File: src/rtl/core/dpd_pkg.sv
// ----------------------------------------------------------------------------
// dpd_pkg
// Shared types and constants for the debug packet deframer.
// ----------------------------------------------------------------------------
package dpd_pkg;

   // link characters
   localparam logic [7:0] CH_START = 8'h24;  // '$'
   localparam logic [7:0] CH_END   = 8'h23;  // '#'
   localparam logic [7:0] CH_ACK   = 8'h2B;  // '+'
   localparam logic [7:0] CH_NACK  = 8'h2D;  // '-'
   localparam logic [7:0] CH_INTR  = 8'h03;  // ctrl-C

   // result kinds
   localparam logic [1:0] KIND_PAYLOAD = 2'd0;
   localparam logic [1:0] KIND_END     = 2'd1;
   localparam logic [1:0] KIND_INTR    = 2'd2;

   // packet end status
   localparam logic [2:0] ST_OK       = 3'd0;
   localparam logic [2:0] ST_CSUM     = 3'd1;
   localparam logic [2:0] ST_BAD_HEX  = 3'd2;
   localparam logic [2:0] ST_OVERFLOW = 3'd3;
   localparam logic [2:0] ST_EMPTY    = 3'd4;

   localparam int LEN_W       = 12;
   localparam int QUEUE_DEPTH = 2;
   localparam int QPTR_W      = $clog2(QUEUE_DEPTH);

   // token classes passed from front to back
   localparam logic [1:0] TK_DATA  = 2'd0;
   localparam logic [1:0] TK_START = 2'd1;
   localparam logic [1:0] TK_END   = 2'd2;
   localparam logic [1:0] TK_INTR  = 2'd3;

   typedef struct packed {
      logic [1:0] kind;
      logic [7:0] data;
      logic [4:0] digit;   // hex value, bit 4 set when not a hex digit
   } token_type;

   typedef struct packed {
      logic [1:0]       kind;
      logic [7:0]       payload;
      logic [LEN_W-1:0] length;
      logic [2:0]       status;
      logic             reply_valid;
      logic [7:0]       reply;
   } result_type;

endpackage

File: src/rtl/core/dpd_front.sv
// ----------------------------------------------------------------------------
// dpd_front
// Classifies received bytes into tokens; ack and nack bytes are dropped here.
// ----------------------------------------------------------------------------
module dpd_front (
   input  logic               req_valid,
   output logic               req_ready,
   input  logic [7:0]         req_rx_byte,
   input  logic               q_ready,
   output logic               q_push,
   output dpd_pkg::token_type q_token
);
   import dpd_pkg::*;

   function automatic logic [4:0] hex_value(input logic [7:0] c);
      logic [4:0] v;
      v = 5'd16;
      if (c >= 8'h30 && c <= 8'h39)      v = 5'(c - 8'h30);
      else if (c >= 8'h61 && c <= 8'h66) v = 5'(c - 8'h61 + 8'd10);
      else if (c >= 8'h41 && c <= 8'h46) v = 5'(c - 8'h41 + 8'd10);
      return v;
   endfunction

   logic is_ack;

   assign req_ready = q_ready;
   assign is_ack    = (req_rx_byte == CH_ACK) || (req_rx_byte == CH_NACK);
   assign q_push    = req_valid && q_ready && !is_ack;

   always_comb begin
      q_token.data  = req_rx_byte;
      q_token.digit = hex_value(req_rx_byte);
      priority if (req_rx_byte == CH_INTR) begin
         q_token.kind = TK_INTR;
      end else if (req_rx_byte == CH_START) begin
         q_token.kind = TK_START;
      end else if (req_rx_byte == CH_END) begin
         q_token.kind = TK_END;
      end else begin
         q_token.kind = TK_DATA;
      end
   end

endmodule

File: src/rtl/core/dpd_queue.sv
// ----------------------------------------------------------------------------
// dpd_queue
// Short token queue between the front and back halves.
// ----------------------------------------------------------------------------
module dpd_queue (
   input  logic               clock,
   input  logic               reset,
   input  logic               push,
   input  dpd_pkg::token_type push_token,
   output logic               ready,
   input  logic               pop,
   output logic               valid,
   output dpd_pkg::token_type head
);
   import dpd_pkg::*;

   token_type             mem_ff [QUEUE_DEPTH];
   logic [QPTR_W-1:0]     wr_ptr_ff, wr_ptr_in;
   logic [QPTR_W-1:0]     rd_ptr_ff, rd_ptr_in;
   logic [QPTR_W:0]       count_ff, count_in;

   assign ready = (count_ff != (QPTR_W+1)'(QUEUE_DEPTH));
   assign valid = (count_ff != '0);
   assign head  = mem_ff[rd_ptr_ff];

   always_comb begin
      wr_ptr_in = wr_ptr_ff;
      rd_ptr_in = rd_ptr_ff;
      count_in  = count_ff;
      if (push) begin
         wr_ptr_in = (wr_ptr_ff == QPTR_W'(QUEUE_DEPTH-1)) ? '0 : wr_ptr_ff + 1'b1;
      end
      if (pop) begin
         rd_ptr_in = (rd_ptr_ff == QPTR_W'(QUEUE_DEPTH-1)) ? '0 : rd_ptr_ff + 1'b1;
      end
      if (push && !pop) count_in = count_ff + 1'b1;
      else if (pop && !push) count_in = count_ff - 1'b1;
   end

   always_ff @(posedge clock) begin
      if (reset) begin
         wr_ptr_ff <= '0;
         rd_ptr_ff <= '0;
         count_ff  <= '0;
      end else begin
         wr_ptr_ff <= wr_ptr_in;
         rd_ptr_ff <= rd_ptr_in;
         count_ff  <= count_in;
      end
   end

   always_ff @(posedge clock) begin
      if (push) mem_ff[wr_ptr_ff] <= push_token;
   end

endmodule

File: src/rtl/core/dpd_back.sv
// ----------------------------------------------------------------------------
// dpd_back
// Packet state machine: sums payload, checks the checksum, builds results.
// ----------------------------------------------------------------------------
module dpd_back #(
   parameter int MAX_PAYLOAD = 4095
) (
   input  logic                clock,
   input  logic                reset,
   input  logic                ack_enable,
   input  logic                q_valid,
   input  dpd_pkg::token_type  q_head,
   output logic                q_pop,
   output logic                rsp_valid,
   input  logic                rsp_ready,
   output dpd_pkg::result_type rsp_result
);
   import dpd_pkg::*;

   localparam int COUNT_W = $clog2(MAX_PAYLOAD + 1);

   localparam logic [1:0] PH_IDLE    = 2'd0;
   localparam logic [1:0] PH_PAYLOAD = 2'd1;
   localparam logic [1:0] PH_DIGIT1  = 2'd2;
   localparam logic [1:0] PH_DIGIT2  = 2'd3;

   logic [1:0]         phase_ff, phase_in;
   logic [7:0]         sum_ff, sum_in;
   logic [COUNT_W-1:0] count_ff, count_in;
   logic [4:0]         high_ff, high_in;
   logic               ovf_ff, ovf_in;
   logic               out_valid_ff;
   result_type         out_ff;
   logic               res_valid;
   result_type         res;
   logic [2:0]         status;

   assign q_pop      = q_valid && (!out_valid_ff || rsp_ready);
   assign rsp_valid  = out_valid_ff;
   assign rsp_result = out_ff;

   always_comb begin
      phase_in  = phase_ff;
      sum_in    = sum_ff;
      count_in  = count_ff;
      high_in   = high_ff;
      ovf_in    = ovf_ff;
      res_valid = 1'b0;
      res       = '0;
      status    = ST_OK;
      if (q_pop) begin
         priority if (q_head.kind == TK_INTR) begin
            res_valid = 1'b1;
            res.kind  = KIND_INTR;
         end else if (q_head.kind == TK_START) begin
            phase_in = PH_PAYLOAD;
            sum_in   = '0;
            count_in = '0;
            high_in  = '0;
            ovf_in   = 1'b0;
         end else begin
            unique case (phase_ff)
               PH_PAYLOAD: begin
                  if (q_head.kind == TK_END) begin
                     phase_in = PH_DIGIT1;
                  end else if (count_ff < COUNT_W'(MAX_PAYLOAD)) begin
                     count_in    = count_ff + 1'b1;
                     sum_in      = sum_ff + q_head.data;
                     res_valid   = 1'b1;
                     res.kind    = KIND_PAYLOAD;
                     res.payload = q_head.data;
                  end else begin
                     ovf_in = 1'b1;
                  end
               end
               PH_DIGIT1: begin
                  high_in  = q_head.digit;
                  phase_in = PH_DIGIT2;
               end
               PH_DIGIT2: begin
                  priority if (count_ff == '0) begin
                     status = ST_EMPTY;
                  end else if (high_ff[4] || q_head.digit[4]) begin
                     status = ST_BAD_HEX;
                  end else if (ovf_ff) begin
                     status = ST_OVERFLOW;
                  end else if ({high_ff[3:0], q_head.digit[3:0]} != sum_ff) begin
                     status = ST_CSUM;
                  end else begin
                     status = ST_OK;
                  end
                  res_valid       = 1'b1;
                  res.kind        = KIND_END;
                  res.length      = LEN_W'(count_ff);
                  res.status      = status;
                  res.reply_valid = (status != ST_EMPTY) && ack_enable;
                  res.reply       = !res.reply_valid ? 8'h00 :
                                    (status == ST_OK) ? CH_ACK : CH_NACK;
                  phase_in = PH_IDLE;
                  sum_in   = '0;
                  count_in = '0;
                  high_in  = '0;
                  ovf_in   = 1'b0;
               end
               PH_IDLE: begin
                  // stray bytes outside a packet are ignored
               end
               default: begin
                  phase_in = PH_IDLE;
               end
            endcase
         end
      end
   end

   always_ff @(posedge clock) begin
      if (reset) begin
         phase_ff     <= PH_IDLE;
         sum_ff       <= '0;
         count_ff     <= '0;
         high_ff      <= '0;
         ovf_ff       <= 1'b0;
         out_valid_ff <= 1'b0;
      end else begin
         phase_ff <= phase_in;
         sum_ff   <= sum_in;
         count_ff <= count_in;
         high_ff  <= high_in;
         ovf_ff   <= ovf_in;
         if (q_pop) begin
            out_valid_ff <= res_valid;
         end else if (rsp_ready) begin
            out_valid_ff <= 1'b0;
         end
      end
   end

   always_ff @(posedge clock) begin
      if (q_pop && res_valid) out_ff <= res;
   end

endmodule

File: src/rtl/core/debug_packet_deframer.sv
// ----------------------------------------------------------------------------
// debug_packet_deframer
// Byte deframer for a debugger serial link with checksum check and ack reply.
// ----------------------------------------------------------------------------
//  channel  dir  handshake            payload
//  req      in   req_valid/req_ready  req_rx_byte
//  rsp      out  rsp_valid/rsp_ready  kind, payload, length, status, reply
//  csr      in   csr_valid/csr_ready  csr_ack_enable
//
//  One byte a cycle sustained while rsp is ready; a result passes the queue, then the output register.
//  The front classifies each byte into a two-word queue; the back state
//  machine drains it into a single output register.
//  A stalled rsp side fills the queue, then drops req_ready.
//  Reset is synchronous; ack_enable comes out of reset set.
// ----------------------------------------------------------------------------
module debug_packet_deframer #(
   parameter int MAX_PAYLOAD = 4095
) (
   input  logic                       clock,
   input  logic                       reset,
   input  logic                       req_valid,
   output logic                       req_ready,
   input  logic [7:0]                 req_rx_byte,
   output logic                       rsp_valid,
   input  logic                       rsp_ready,
   output logic [1:0]                 rsp_result_kind,
   output logic [7:0]                 rsp_payload_byte,
   output logic [dpd_pkg::LEN_W-1:0]  rsp_packet_length,
   output logic [2:0]                 rsp_end_status,
   output logic                       rsp_reply_valid,
   output logic [7:0]                 rsp_reply_byte,
   input  logic                       csr_valid,
   output logic                       csr_ready,
   input  logic                       csr_ack_enable
);
   import dpd_pkg::*;

   logic       ack_enable_ff;
   logic       q_ready, q_push, q_valid, q_pop;
   token_type  q_token, q_head;
   result_type result;

   assign csr_ready = 1'b1;

   always_ff @(posedge clock) begin
      if (reset) begin
         ack_enable_ff <= 1'b1;
      end else if (csr_valid) begin
         ack_enable_ff <= csr_ack_enable;
      end
   end

   dpd_front u_front (
      .req_valid   (req_valid),
      .req_ready   (req_ready),
      .req_rx_byte (req_rx_byte),
      .q_ready     (q_ready),
      .q_push      (q_push),
      .q_token     (q_token)
   );

   dpd_queue u_queue (
      .clock      (clock),
      .reset      (reset),
      .push       (q_push),
      .push_token (q_token),
      .ready      (q_ready),
      .pop        (q_pop),
      .valid      (q_valid),
      .head       (q_head)
   );

   dpd_back #(
      .MAX_PAYLOAD (MAX_PAYLOAD)
   ) u_back (
      .clock      (clock),
      .reset      (reset),
      .ack_enable (ack_enable_ff),
      .q_valid    (q_valid),
      .q_head     (q_head),
      .q_pop      (q_pop),
      .rsp_valid  (rsp_valid),
      .rsp_ready  (rsp_ready),
      .rsp_result (result)
   );

   assign rsp_result_kind   = result.kind;
   assign rsp_payload_byte  = result.payload;
   assign rsp_packet_length = result.length;
   assign rsp_end_status    = result.status;
   assign rsp_reply_valid   = result.reply_valid;
   assign rsp_reply_byte    = result.reply;

endmodule

File: config.mk
export PLATFORM = sky130hd
export DESIGN_NAME = debug_packet_deframer
export DESIGN_NICKNAME = d
export VERILOG_FILES = /design/src/rtl/core/dpd_pkg.sv /design/src/rtl/core/dpd_front.sv /design/src/rtl/core/dpd_queue.sv /design/src/rtl/core/dpd_back.sv /design/src/rtl/core/debug_packet_deframer.sv
export SDC_FILE = /design/constraint.sdc
export NUM_CORES = 1
export LEC_CHECK = 0
export CORE_ASPECT_RATIO = 0.9
export CORE_MARGIN = 2
export CORE_UTILIZATION = 60
export CTS_BUF_LIST = sky130_fd_sc_hd__clkbuf_8
export DETAILED_ROUTE_END_ITERATION = 8
export DONT_BUFFER_PORTS = 1
export PLACE_DENSITY = 0.77
export SYNTH_ARGS = -nofsm -noshare
export SYNTH_HDL_FRONTEND = slang
export SYNTH_SLANG_ARGS = --single-unit
File: constraint.sdc
create_clock -name clock -period 6.2 [get_ports clock]
set_input_delay 1.24 -clock clock [delete_from_list [all_inputs] [get_ports clock]]
set_output_delay 1.24 -clock clock [all_outputs]
set_load 0.005 [all_outputs]
Word level (Yosys, flattened, before mapping)
Memory sizes are Yosys's and may differ from the RTL's. A register that Yosys moved wholly into a read port is not among the register bits.
Index checks and enable logic that the tools add are counted.
Word-level totals
  register bits: 68
  bits in latches: 0
  RAM bits: 30
  bits in read-only memories: 0
  input bits: 14
  word-level logic and storage cells: 149
  memories: 1
Memories
  u_queue.mem_ff: words 2, bits a word 15, read ports 1, clocked after Yosys merged registers in 1, wr ports 1, RTL line dpd_queue.sv:17  | token_type mem_ff [QUEUE_DEPTH];
Cells by class
  add/subtract/negate cells: 11
  multiply operators: 0
  div/mod/pow operators: 0
  magnitude comparators: 7
  eq/ne operators: 18
  shifts and indexed selects: 0
  multiplexer cells: 56
  bitwise gates (word level): 6
  reductions and logical operators: 33
Operators with widths (count)
  2-to-1 mux 8 bit: 7
  2-to-1 mux 12 bit: 3
  2-to-1 mux 34 bit: 1
  equality test 8 x 6 -> 1 bit (second input constant): 4
  2-to-1 mux 24 bit: 1
  case mux 12 bit (2 select lines): 1
  2-to-1 mux 3 bit: 7
  2-to-1 mux 5 bit: 4
  2-to-1 mux 2 bit: 9
  2-to-1 mux 1 bit: 17
  greater-or-equal comparator 8 x 7 -> 1 bit (second input constant): 2
  less-or-equal comparator 8 x 7 -> 1 bit (second input constant): 2
  case mux 8 bit (2 select lines): 1
  adder 12 x 1 -> 12 bit (second input constant): 1
  zero test 12 bit: 1
  < comparator 12 bit (second input constant): 1
  adder 5 x 4 -> 5 bit (second input constant): 2
  logical AND 1 bit: 10
  case mux 5 bit (2 select lines): 1
  AND reduction 5 bit: 2
  subtractor 5 x 1 -> 5 bit (second input constant): 2
  adder 8 bit: 1
  equality test 2 bit (second input constant): 4
  equality test 8 x 2 -> 1 bit (second input constant): 1
  other kinds (28): 46

Logic depth before layout (Yosys ltp)
Gate-level depths: netlist (run 1).
  word-level depth: 15
  gate-level depth with buffers: 10
  depth with buffers taken out: 9

Hierarchy
Synthesis (run 1) repeated with hierarchy kept, for this count alone.
Second synthesis, totals
  cell total of the unflattened synthesis: 413
  area, all modules: 4558.1 um^2
By module, submodules not included
  dpd_back: instances 1, cells an instance 292, area an instance 2889.0 um^2, sequential area each 1451.4 um^2
  dpd_queue: instances 1, cells an instance 69, area an instance 1290.0 um^2, sequential area each 1001.0 um^2
  dpd_front: instances 1, cells an instance 47, area an instance 332.8 um^2, sequential area each 0.0 um^2
  debug_packet_deframer: instances 1, cells an instance 5, area an instance 46.3 um^2, sequential area each 20.0 um^2

Least setup slack after synthesis (run 1)
OpenSTA, ideal clock, no wires.
  path type: input to register
  start: in rsp_ready
  end: reg u_back.out_ff, in the netlist u_back.rsp_result[10] (enable)
  setup time: 0.415 ns
  arrival time: 3.120 ns
  data required time: 5.785 ns
  slack: 2.666 ns
  stages on the path: 4
  cell sequence: and2b_1 > nor2_1 > inv_1 > nor2_1
Between the ends
  word-level cells in the longest chain between the ends: 4
Ends and longest elaborated chain
  from (decl): RTL line debug_packet_deframer.sv:25  | input logic rsp_ready,
  logical OR 1 bit (*): RTL line dpd_back.sv:38  | assign q_pop = q_valid && (!out_valid_ff || rsp_ready);
  logical AND 1 bit (*): RTL line dpd_back.sv:38
  2-to-1 mux 1 bit: RTL line dpd_back.sv:51  | if (q_pop) begin
  logical AND 1 bit (*): RTL line dpd_back.sv:139  | if (q_pop && res_valid) out_ff <= res;
  to (signal assigned): RTL line dpd_back.sv:139
  to (decl): RTL line dpd_back.sv:33  | result_type out_ff;
Every way passes the cells marked *; elsewhere a longest branch is shown, timed or not.
A chain may end at the register's enable or synchronous reset.

==> results of run 1 <==
cells in the mapped netlist (all sizes together) (4+ instances only):
cell type	number
a211oi	5
a21o	7
a21oi	25
a31oi	7
and2	21
buf	16
clkbuf	8
dfxtp	35
edfxtp	59
ha	15
inv	13
mux2	12
mux2i	13
nand2	24
nand2b	5
nand3	14
nand3b	5
nor2	39
nor3	15
o211ai	4
o21ai	17
or3	8
xnor2	12
xor2	5
layout by cell type, fill, tap and decap left out, types with 2 or more instances in the layout:
cell type	count
sky130_fd_sc_hd__xnor2_1	12
sky130_fd_sc_hd__nor3_1	14
sky130_fd_sc_hd__nor2_1	38
sky130_fd_sc_hd__and2b_1	2
sky130_fd_sc_hd__a31oi_1	7
sky130_fd_sc_hd__nand3_1	14
sky130_fd_sc_hd__xor2_1	5
sky130_fd_sc_hd__nor2b_1	2
sky130_fd_sc_hd__a21o_1	7
sky130_fd_sc_hd__nand2_1	24
sky130_fd_sc_hd__inv_1	14
sky130_fd_sc_hd__o21a_1	3
sky130_fd_sc_hd__and2_1	20
sky130_fd_sc_hd__mux2_2	11
sky130_fd_sc_hd__o21ai_0	16
sky130_fd_sc_hd__or4_1	2
sky130_fd_sc_hd__or3_1	7
sky130_fd_sc_hd__ha_1	15
sky130_fd_sc_hd__conb_1	4
sky130_fd_sc_hd__nand4_1	2
sky130_fd_sc_hd__a21oi_1	24
sky130_fd_sc_hd__dfxtp_1	35
sky130_fd_sc_hd__a211o_1	2
sky130_fd_sc_hd__a22o_1	2
sky130_fd_sc_hd__and4_1	2
sky130_fd_sc_hd__inv_6	3
sky130_fd_sc_hd__nand2b_1	5
sky130_fd_sc_hd__o31ai_1	2
sky130_fd_sc_hd__nor4_1	3
sky130_fd_sc_hd__buf_4	2
sky130_fd_sc_hd__o211ai_1	3
sky130_fd_sc_hd__mux2i_1	13
sky130_fd_sc_hd__clkbuf_8	9
sky130_fd_sc_hd__nand3b_1	5
sky130_fd_sc_hd__bufinv_16	3
sky130_fd_sc_hd__a211oi_1	4
sky130_fd_sc_hd__edfxtp_1	59
sky130_fd_sc_hd__nor3b_1	3
per-layer routing:
layer  wire, um  vias to the layer above  GRT usage [%]  share of wire [%]
met1       4120                     1513           28.6                 46
met4        117                        0           6.91                1.3
met2       4260                      133           36.6                 47
li1           -                     1543              -                  -
met3        501                       12           4.39                5.6
met5          0                        -              0                  0
metrics by stage:
stage | std cells | util (%) | cell area, um2 | total power [mW] | worst slack (ns)
2_1_floorplan | 431 | - | 4700 | 1.27 | 2.67
3_3_place_gp | 505 | 62.1 | 4680 | 1.35 | 2.66
3_5_place_dp | 505 | 62.1 | 4680 | 1.37 | 2.41
4_1_cts | 521 | 65.3 | 4930 | 1.86 | 2.52
5_1_grt | 521 | 65.3 | 4930 | 1.95 | 2.18
6_report | 521 | 65.3 | 4930 | 1.85 | 2.60
power breakdown:
part | switching, mW | internal, mW | leakage (nW)
clock network | 0.224 | 0.271 | 0.126
logic | 0.310 | 0.201 | 0.837
registers | 0.0704 | 0.778 | 0.839
kinds of logic (layout without fill, tap and decap cells):
group | Yosys count | count (layout) | share of synthesized area [%]
buffers and inverters | 37 | 31 | 4.29
XOR/XNOR | 17 | 17 | 3.17
other | 2 | 4 | 0.160
AO/OA/AOI/OAI | 87 | 87 | 12.6
flip-flops | 94 | 94 | 52.7
adder cells (fa/ha/maj) | 16 | 16 | 4.43
AND/OR/NAND/NOR | 151 | 151 | 16.9
multiplexers | 25 | 25 | 5.73
worst register-to-register path: cells and delay by family (launching register included):
kind / cells / cell delay, ns
buffers and inverters: 1 / 0.15
multiplexers: 1 / 0.92
flip-flops: 1 / 0.85
AND/OR/NAND/NOR: 4 / 1.55
flip-flops by register name, summed over array words and instances, names as in the netlist, named ones only:
register / count
u_queue.mem_ff: 30
u_back.rsp_result: 29
u_back.count_ff: 12
u_back.sum_ff: 8
u_back.high_ff: 5
u_back.phase_ff: 2
u_queue.count_ff: 2
ack_enable_ff: 1
u_back.ovf_ff: 1
u_back.rsp_valid: 1
u_queue.rd_ptr_ff: 1
u_queue.wr_ptr_ff: 1
worst paths after layout:
kind | start | end | slack (ns) | cells after the start
worst max register to register | flip-flop | u_back.rsp_result[2] | 2.60 | 6
worst min register to register | u_back.sum_ff[2] | u_back.sum_ff[2] | 0.50 | 2
worst min-delay path | u_back.sum_ff[2] | u_back.sum_ff[2] | 0.50 | 2
worst max-delay path | flip-flop | u_back.rsp_result[2] | 2.60 | 6
area by class of cell:
cell class	count	share of cell area (%)
clock buffer	9	2.51
clock inverter	7	2.44
inverter	13	0.990
multi-input combinational	300	41.1
sequential	94	50.2
tap	96	2.44
timing repair buffer	2	0.305
==> metrics.csv, run 1 <==
metric,value,unit
status,"finished, final reports clean",
gpl congestion,0.822,
total number of H-tree levels,3,
number of synthesized register bits,94,
width of the die,97.2,um
largest cells by area after synthesis,"sky130_fd_sc_hd__edfxtp_1, sky130_fd_sc_hd__dfxtp_1, sky130_fd_sc_hd__ha_1",
P per Cell Area,376,mW/mm2
class of the most critical setup path,reg2reg,
sequential area share after synthesis,52.7,%
Filler Cells Inserted,593,
post-detailed-route DRC marker count,0,
RSZ-0062 raised after global routing,false,
Worst Path Buf+Inv,1,
required time at the endpoint of the critical path,6.44,ns
netlist area before placement,0.00469,mm2
number of cells upsized or downsized after cts,0,
Detailed Routing Iterations Pass 1,5,
asr flop ratio synth,0,%
maximum number of pins on one net before global-route repair,39,
number of port buffers,0,
antenna violations before repair,0,
crit path cell chain,"mux2i_1, nand2_1, nor3_1, nand3_1, inv_1, and2_1",
critical path endpoint category,flip-flop,
largest driver fanout on the critical path,17,
synth-to-layout area growth,5.04,%
vias post-DR,3201,
count of mapped cells out of synthesis,429,
Post-synth top flop,sky130_fd_sc_hd__edfxtp_1,
number of flops mapped to enable cells by yosys,59,
wire length of the first global-routing pass,14600,um
total setup violations reported at the end of the flow,0,
Critical Path Slowest Stage Cell,sky130_fd_sc_hd__nor3_1,
dominant cell type by area after synthesis,sky130_fd_sc_hd__edfxtp_1,
"slowest stage delay, CP",0.99,ns
portion of synthesized cell area occupied by the leading cell type,37.8,%
n_diodes,0,
Final Hold Violating Endpoints,0,
CP startpoint kind,flip-flop,
number of pins with negative max-slew slack in the final report,0,
grt total ovfl,0,
measured slew at the worst slew-check pin,1.26,ns
clock network latency to the later pin of the worst-skew pair,0.36,ns
number of nets still failing antenna checks after routing,0,
clock tree skew after final layout,0.0142,ns
GR Util All Layers,21.6,%
wire length after detailed routing,9000,um
Max rail drop VDD,0.000185,V
CTS tree,yes,
total of hold buffers inserted after clock tree synthesis,0,
drt wl/cell,17.3,um
vias in the first global route,2930,
share of layout cells above drive strength 1,9.41,%
Fin Setup TNS,0,ns
leakage power total,1.80,nW
Reg area,0.00247,mm2
min-delay worst type,reg2reg,
achievable frequency,278,MHz
total CTS buffers,9,
Final Hold Slack,0.502,ns
area of the die,0.00854,mm2
effective utilization at floorplan,62.2,%
DRT iter0 DRCs,169,
multi-input combinational cell area,0.00203,mm2
number of buffers inserted by post-CTS setup repair,0,
Num Clock Sinks,94,
clock input transition at the sequential cells of the worst setup and hold paths,0.09,ns
data arrival time of the worst path,3.83,ns
mean area per synthesized cell,10.9,um2
unique cell type count in the Yosys netlist,64,
worst slew margin relative to its limit,15.2,%
number of buffers between clock root and the deepest sink,2,
Top-Level Pins,51,
CTS root buffer,sky130_fd_sc_hd__clkbuf_8,
die extent in y,87.9,um
drt via density,6.14,
hpwl dp,6270,um
final critical delay including setup and external delays,3.60,ns
area of the core region,0.00754,mm2
kind of cell adding the most delay to the critical path,simple AND/OR/NAND/NOR gates,
number of rows in the core area,30,
yosys warns,0,
number of nets at the end of the flow,450,
max-cap violation count,0,
final clock period utilization by the worst path,58.0,%
Note: power is estimated with default switching activity, not from simulation.
==> run 2, diff against run 1 <==
- clock period: 6.2 -> 3.4 ns (I/O delays scaled with it)
==> run 2 against run 1 <==
Net effect:
- die area unchanged
- flip-flop and latch count unchanged
- total power up 75%
- hold slack worse by 0.11 ns
- critical path depth up 1
- clock skew about the same
- highest routed layer unchanged
==> metrics.csv, run 2 (same netlist as run 1, synthesis figures left out) <==
metric,value,unit
P per Cell Area,655,mW/mm2
Detailed Routing Iterations Pass 1,5,
CTS tree,yes,
die extent in y,87.9,um
RSZ-0062 raised after global routing,false,
power after layout,3.24,mW
DRT iter0 DRCs,135,
Final Hold Violating Endpoints,0,
number of buffers between clock root and the deepest sink,2,
Top-Level Pins,51,
number of cells upsized or downsized after cts,0,
worst slew margin relative to its limit,44.6,%
achievable frequency,365,MHz
"slowest stage delay, CP",0.69,ns
clock tree skew after final layout,0.0138,ns
min-delay worst type,in2reg,
Reg area,0.00247,mm2
number of placed cells counting well taps,512,
hpwl dp,6180,um
antenna violations before repair,0,
GR Util All Layers,20.9,%
CTS root buffer,sky130_fd_sc_hd__clkbuf_8,
register-to-register setup slack,0.66,ns
wire length of the first global-routing pass,14100,um
number of port buffers,0,
number of rows in the core area,30,
hold wc startpoint,reset,
Final Hold Slack,0.390,ns
share of layout cells above drive strength 1,11.1,%
class of the most critical setup path,reg2reg,
effective utilization at floorplan,62.2,%
total CTS buffers,9,
area of the core region,0.00754,mm2
crit path cell chain,"mux2_2, ha_1, o21ai_0, o21a_1, or4_1, and4_1, o32ai_2",
Filler Cells Inserted,571,
Max rail drop VDD,0.000331,V
most used cells in the layout excluding fill and tap cells,"sky130_fd_sc_hd__edfxtp_1, sky130_fd_sc_hd__nor2_1, sky130_fd_sc_hd__dfxtp_1",
status,"finished, final reports clean",
measured slew at the worst slew-check pin,0.828,ns
end point of the worst hold path,u_back.phase_ff[1],
post-detailed-route DRC marker count,0,
capture point of the worst reg-to-reg path,u_back.sum_ff[7],
worst-case reg-to-reg path depth,7,
required time at the endpoint of the critical path,3.66,ns
width of the die,97.2,um
CP startpoint kind,flip-flop,
total number of H-tree levels,3,
largest driver fanout on the critical path,12,
vias in the first global route,3015,
clock network latency to the later pin of the worst-skew pair,0.35,ns
leakage power total,1.81,nW
synth-to-layout area growth,5.36,%
drt via density,6.06,
number of pins with negative max-slew slack in the final report,0,
drt wl/cell,16.5,um
n_diodes,0,
clock input transition at the sequential cells of the worst setup and hold paths,0.10,ns
vias post-DR,3200,
"most common cell after layout, fill and taps aside",sky130_fd_sc_hd__edfxtp_1,
area of the die,0.00854,mm2
data arrival time of the worst path,3.01,ns
register with the highest flop count,u_queue.mem_ff,
wire length after detailed routing,8690,um
number of nets at the end of the flow,457,
cell area after placement,0.00474,mm2
total setup violations reported at the end of the flow,0,
final clock period utilization by the worst path,80.7,%
grt total ovfl,0,
number of nets still failing antenna checks after routing,0,
multi-input combinational cell area,0.00203,mm2
max-cap violation count,0,
gpl congestion,0.907,
number of buffers inserted by post-CTS setup repair,0,
Critical Path Slowest Stage Cell,sky130_fd_sc_hd__dfxtp_1,
maximum number of pins on one net before global-route repair,39,
post-route cell area,0.00494,mm2
critical path endpoint category,flip-flop,
non-filler cells in the finished layout,528,
Worst Hold Depth,1,
max FFs per register,30,
final critical delay including setup and external delays,2.74,ns
Fin Setup TNS,0,ns
total of hold buffers inserted after clock tree synthesis,0,
Num Clock Sinks,94,
## run 2: how the worst max path moves through the flow
stage / to / cells after the start
after floorplan: u_back.rsp_result[10] / 4
after global placement: u_back.sum_ff[6] / 8
after detailed placement: u_back.sum_ff[7] / 7
after CTS: u_back.sum_ff[6] / 8
after global routing: u_back.sum_ff[6] / 8
final: u_back.sum_ff[7] / 7
## run 2: final cells by class
class | instances | area share, %
clock inverter | 6 | 1.39
sequential | 94 | 50.0
timing repair buffer | 9 | 1.37
tap | 96 | 2.43
multi-input combinational | 300 | 41.0
inverter | 13 | 0.987
clock buffer | 10 | 2.78
## run 2: per-stage QoR
step / setup slack [ns] / utilization, %
3_3_place_gp: 0.720 / 62.8
5_1_grt: 0.484 / 65.5
2_1_floorplan: 0.426 / -
3_5_place_dp: 0.689 / 62.8
6_report: 0.657 / 65.5
4_1_cts: 0.668 / 65.5
## run 2: metal layers
| layer | share of wire (%) | vias to the layer above | global-route usage, % |
|---|---|---|---|
| li1 | - | 1548 | - |
| met2 | 47 | 111 | 34.5 |
| met4 | 0.61 | 0 | 7.81 |
| met3 | 6.2 | 6 | 5.59 |
| met5 | 0 | - | 0 |
| met1 | 46 | 1535 | 26.8 |
## run 2: where the power goes
group	internal, mW	switching (mW)	total, mW
Combinational	0.387	0.565	0.952
Clock	0.364	0.384	0.748
Sequential	1.42	0.121	1.54
## run 2: worst max-delay path: cells and delay by family (launching register included)
kind            cells  cell delay (ns)
simple gates        2             0.71
flops               1             0.69
compound gates      3             0.45
mux                 1             0.42
fa+ha+maj           1             0.38
==> run 3, diff against run 2 <==
- PLACE_DENSITY: 0.77 -> 0.8
- clock period: 3.4 -> 2.5 ns (I/O delays scaled with it)
==> run 3 against run 2 <==
Net effect:
- clock power up 25%
- flip-flop and latch count unchanged
- critical path type unchanged
- total power up 37%
- critical endpoint unchanged
- largest power group unchanged
==> metrics.csv, run 3 (same netlist as run 1, synthesis figures left out) <==
metric,value,unit
share of layout cells above drive strength 1,12.8,%
clock input transition at the sequential cells of the worst setup and hold paths,0.09,ns
max FFs per register,30,
clock tree skew after final layout,0.00596,ns
number of cells upsized or downsized after cts,0,
gpl congestion,0.853,
wire length after detailed routing,9200,um
total setup violations reported at the end of the flow,0,
achievable frequency,426,MHz
final clock period utilization by the worst path,94.0,%
drt wl/cell,17.2,um
number of nets still failing antenna checks after routing,0,
dpl ws,0.0463,ns
Detailed Routing Iterations Pass 1,4,
total of hold buffers inserted after clock tree synthesis,0,
Final Hold Violating Endpoints,0,
max-cap violation count,0,
number of buffers between clock root and the deepest sink,2,
measured slew at the worst slew-check pin,0.709,ns
RSZ-0062 raised after global routing,false,
grt total ovfl,0,
most used cells in the layout excluding fill and tap cells,"sky130_fd_sc_hd__edfxtp_1, sky130_fd_sc_hd__nor2_1, sky130_fd_sc_hd__dfxtp_1",
Final WS setup,0.151,ns
width of the die,97.2,um
die extent in y,87.9,um
GR Util All Layers,22.7,%
clock network latency to the later pin of the worst-skew pair,0.36,ns
Fin Setup TNS,0,ns
CTS root buffer,sky130_fd_sc_hd__clkbuf_8,
vias post-DR,3202,
antenna violations before repair,0,
vias in the first global route,3060,
total number of H-tree levels,3,
CP startpoint kind,flip-flop,
leakage power total,1.84,nW
min-delay worst type,in2reg,
effective utilization at floorplan,62.2,%
number of pins with negative max-slew slack in the final report,0,
"most common cell after layout, fill and taps aside",sky130_fd_sc_hd__edfxtp_1,
critical path endpoint category,flip-flop,
required time at the endpoint of the critical path,2.78,ns
Max rail drop VDD,0.000462,V
n_diodes,0,
wire length of the first global-routing pass,15300,um
CTS tree,yes,
DRT iter0 DRCs,211,
number of nets at the end of the flow,464,
number of port buffers,0,
class of the most critical setup path,reg2reg,
number of rows in the core area,30,
status,"finished, final reports clean",
synth-to-layout area growth,6.51,%
number of buffers inserted by post-CTS setup repair,0,
P per Cell Area,887,mW/mm2
area of the die,0.00854,mm2
drt via density,5.99,
area of the core region,0.00754,mm2
Filler Cells Inserted,562,
Num Clock Sinks,94,
largest driver fanout on the critical path,5,
data arrival time of the worst path,2.63,ns
final critical delay including setup and external delays,2.35,ns
register with the highest flop count,u_queue.mem_ff,
Top-Level Pins,51,
worst slew margin relative to its limit,52.4,%
total CTS buffers,9,
maximum number of pins on one net before global-route repair,39,
register-to-register setup slack,0.15,ns
hpwl dp,6540,um
post-detailed-route DRC marker count,0,
run 3: cell types whose count changed in the layout (fill, tap and decap cells not counted), sizes merged:
cell | before | now
clkbuf | 10 | 11
buf | 9 | 16
clkinv | 3 | 1
clkinvlp | 1 | 3
bufinv | 1 | 0
run 3: routing by layer:
metal	global-route usage (%)	wire, um	vias to the layer above
met1	29.8	4060	1527
met4	5.76	109	0
li1	-	-	1563
met3	5.91	583	13
met5	0	0	-
met2	38.3	4440	99
run 3: cell type report:
cell class / instances / area, um2 / area share [%]
sequential: 94 / 2480 / 49.6
multi-input combinational: 300 / 2030 / 40.7
clock buffer: 11 / 151 / 3.03
timing repair buffer: 16 / 133 / 2.65
tap: 96 / 120 / 2.40
inverter: 13 / 48.8 / 0.977
clock inverter: 5 / 35.0 / 0.701
run 3: worst max-delay path: stages (launching register included):
cell	delay, ns
sky130_fd_sc_hd__dfxtp_4	0.37
sky130_fd_sc_hd__buf_4	0.13
sky130_fd_sc_hd__mux2_2	0.35
sky130_fd_sc_hd__ha_1	0.30
sky130_fd_sc_hd__o21ai_0	0.09
sky130_fd_sc_hd__o21a_1	0.21
sky130_fd_sc_hd__or4_1	0.50
sky130_fd_sc_hd__and4_1	0.21
sky130_fd_sc_hd__o32ai_2	0.11
run 3: worst paths after layout:
kind / cells after the start / from / to
worst max-delay path: 8 / flip-flop / u_back.sum_ff[7]
worst min-delay path: 1 / reset / u_back.count_ff[3]
worst max register to register: 8 / flip-flop / u_back.sum_ff[7]
worst min register to register: 2 / u_back.sum_ff[4] / u_back.sum_ff[4]
run 3: report_power, final:
group	switching [mW]	internal (mW)
Sequential	0.147	1.93
Clock	0.521	0.414
Combinational	0.827	0.595
Total	1.49	2.94
run 3: per-stage QoR:
step / hold slack (ns) / power (mW) / util [%] / instances / instance area, um2
2_1_floorplan: 0.455 / 3.15 / - / 431 / 4700
3_3_place_gp: 0.468 / 3.46 / 63.6 / 519 / 4800
3_5_place_dp: 0.480 / 3.52 / 63.6 / 519 / 4800
4_1_cts: 0.183 / 4.44 / 66.1 / 535 / 4990
5_1_grt: 0.180 / 4.69 / 66.2 / 535 / 5000
6_report: 0.195 / 4.43 / 66.2 / 535 / 5000
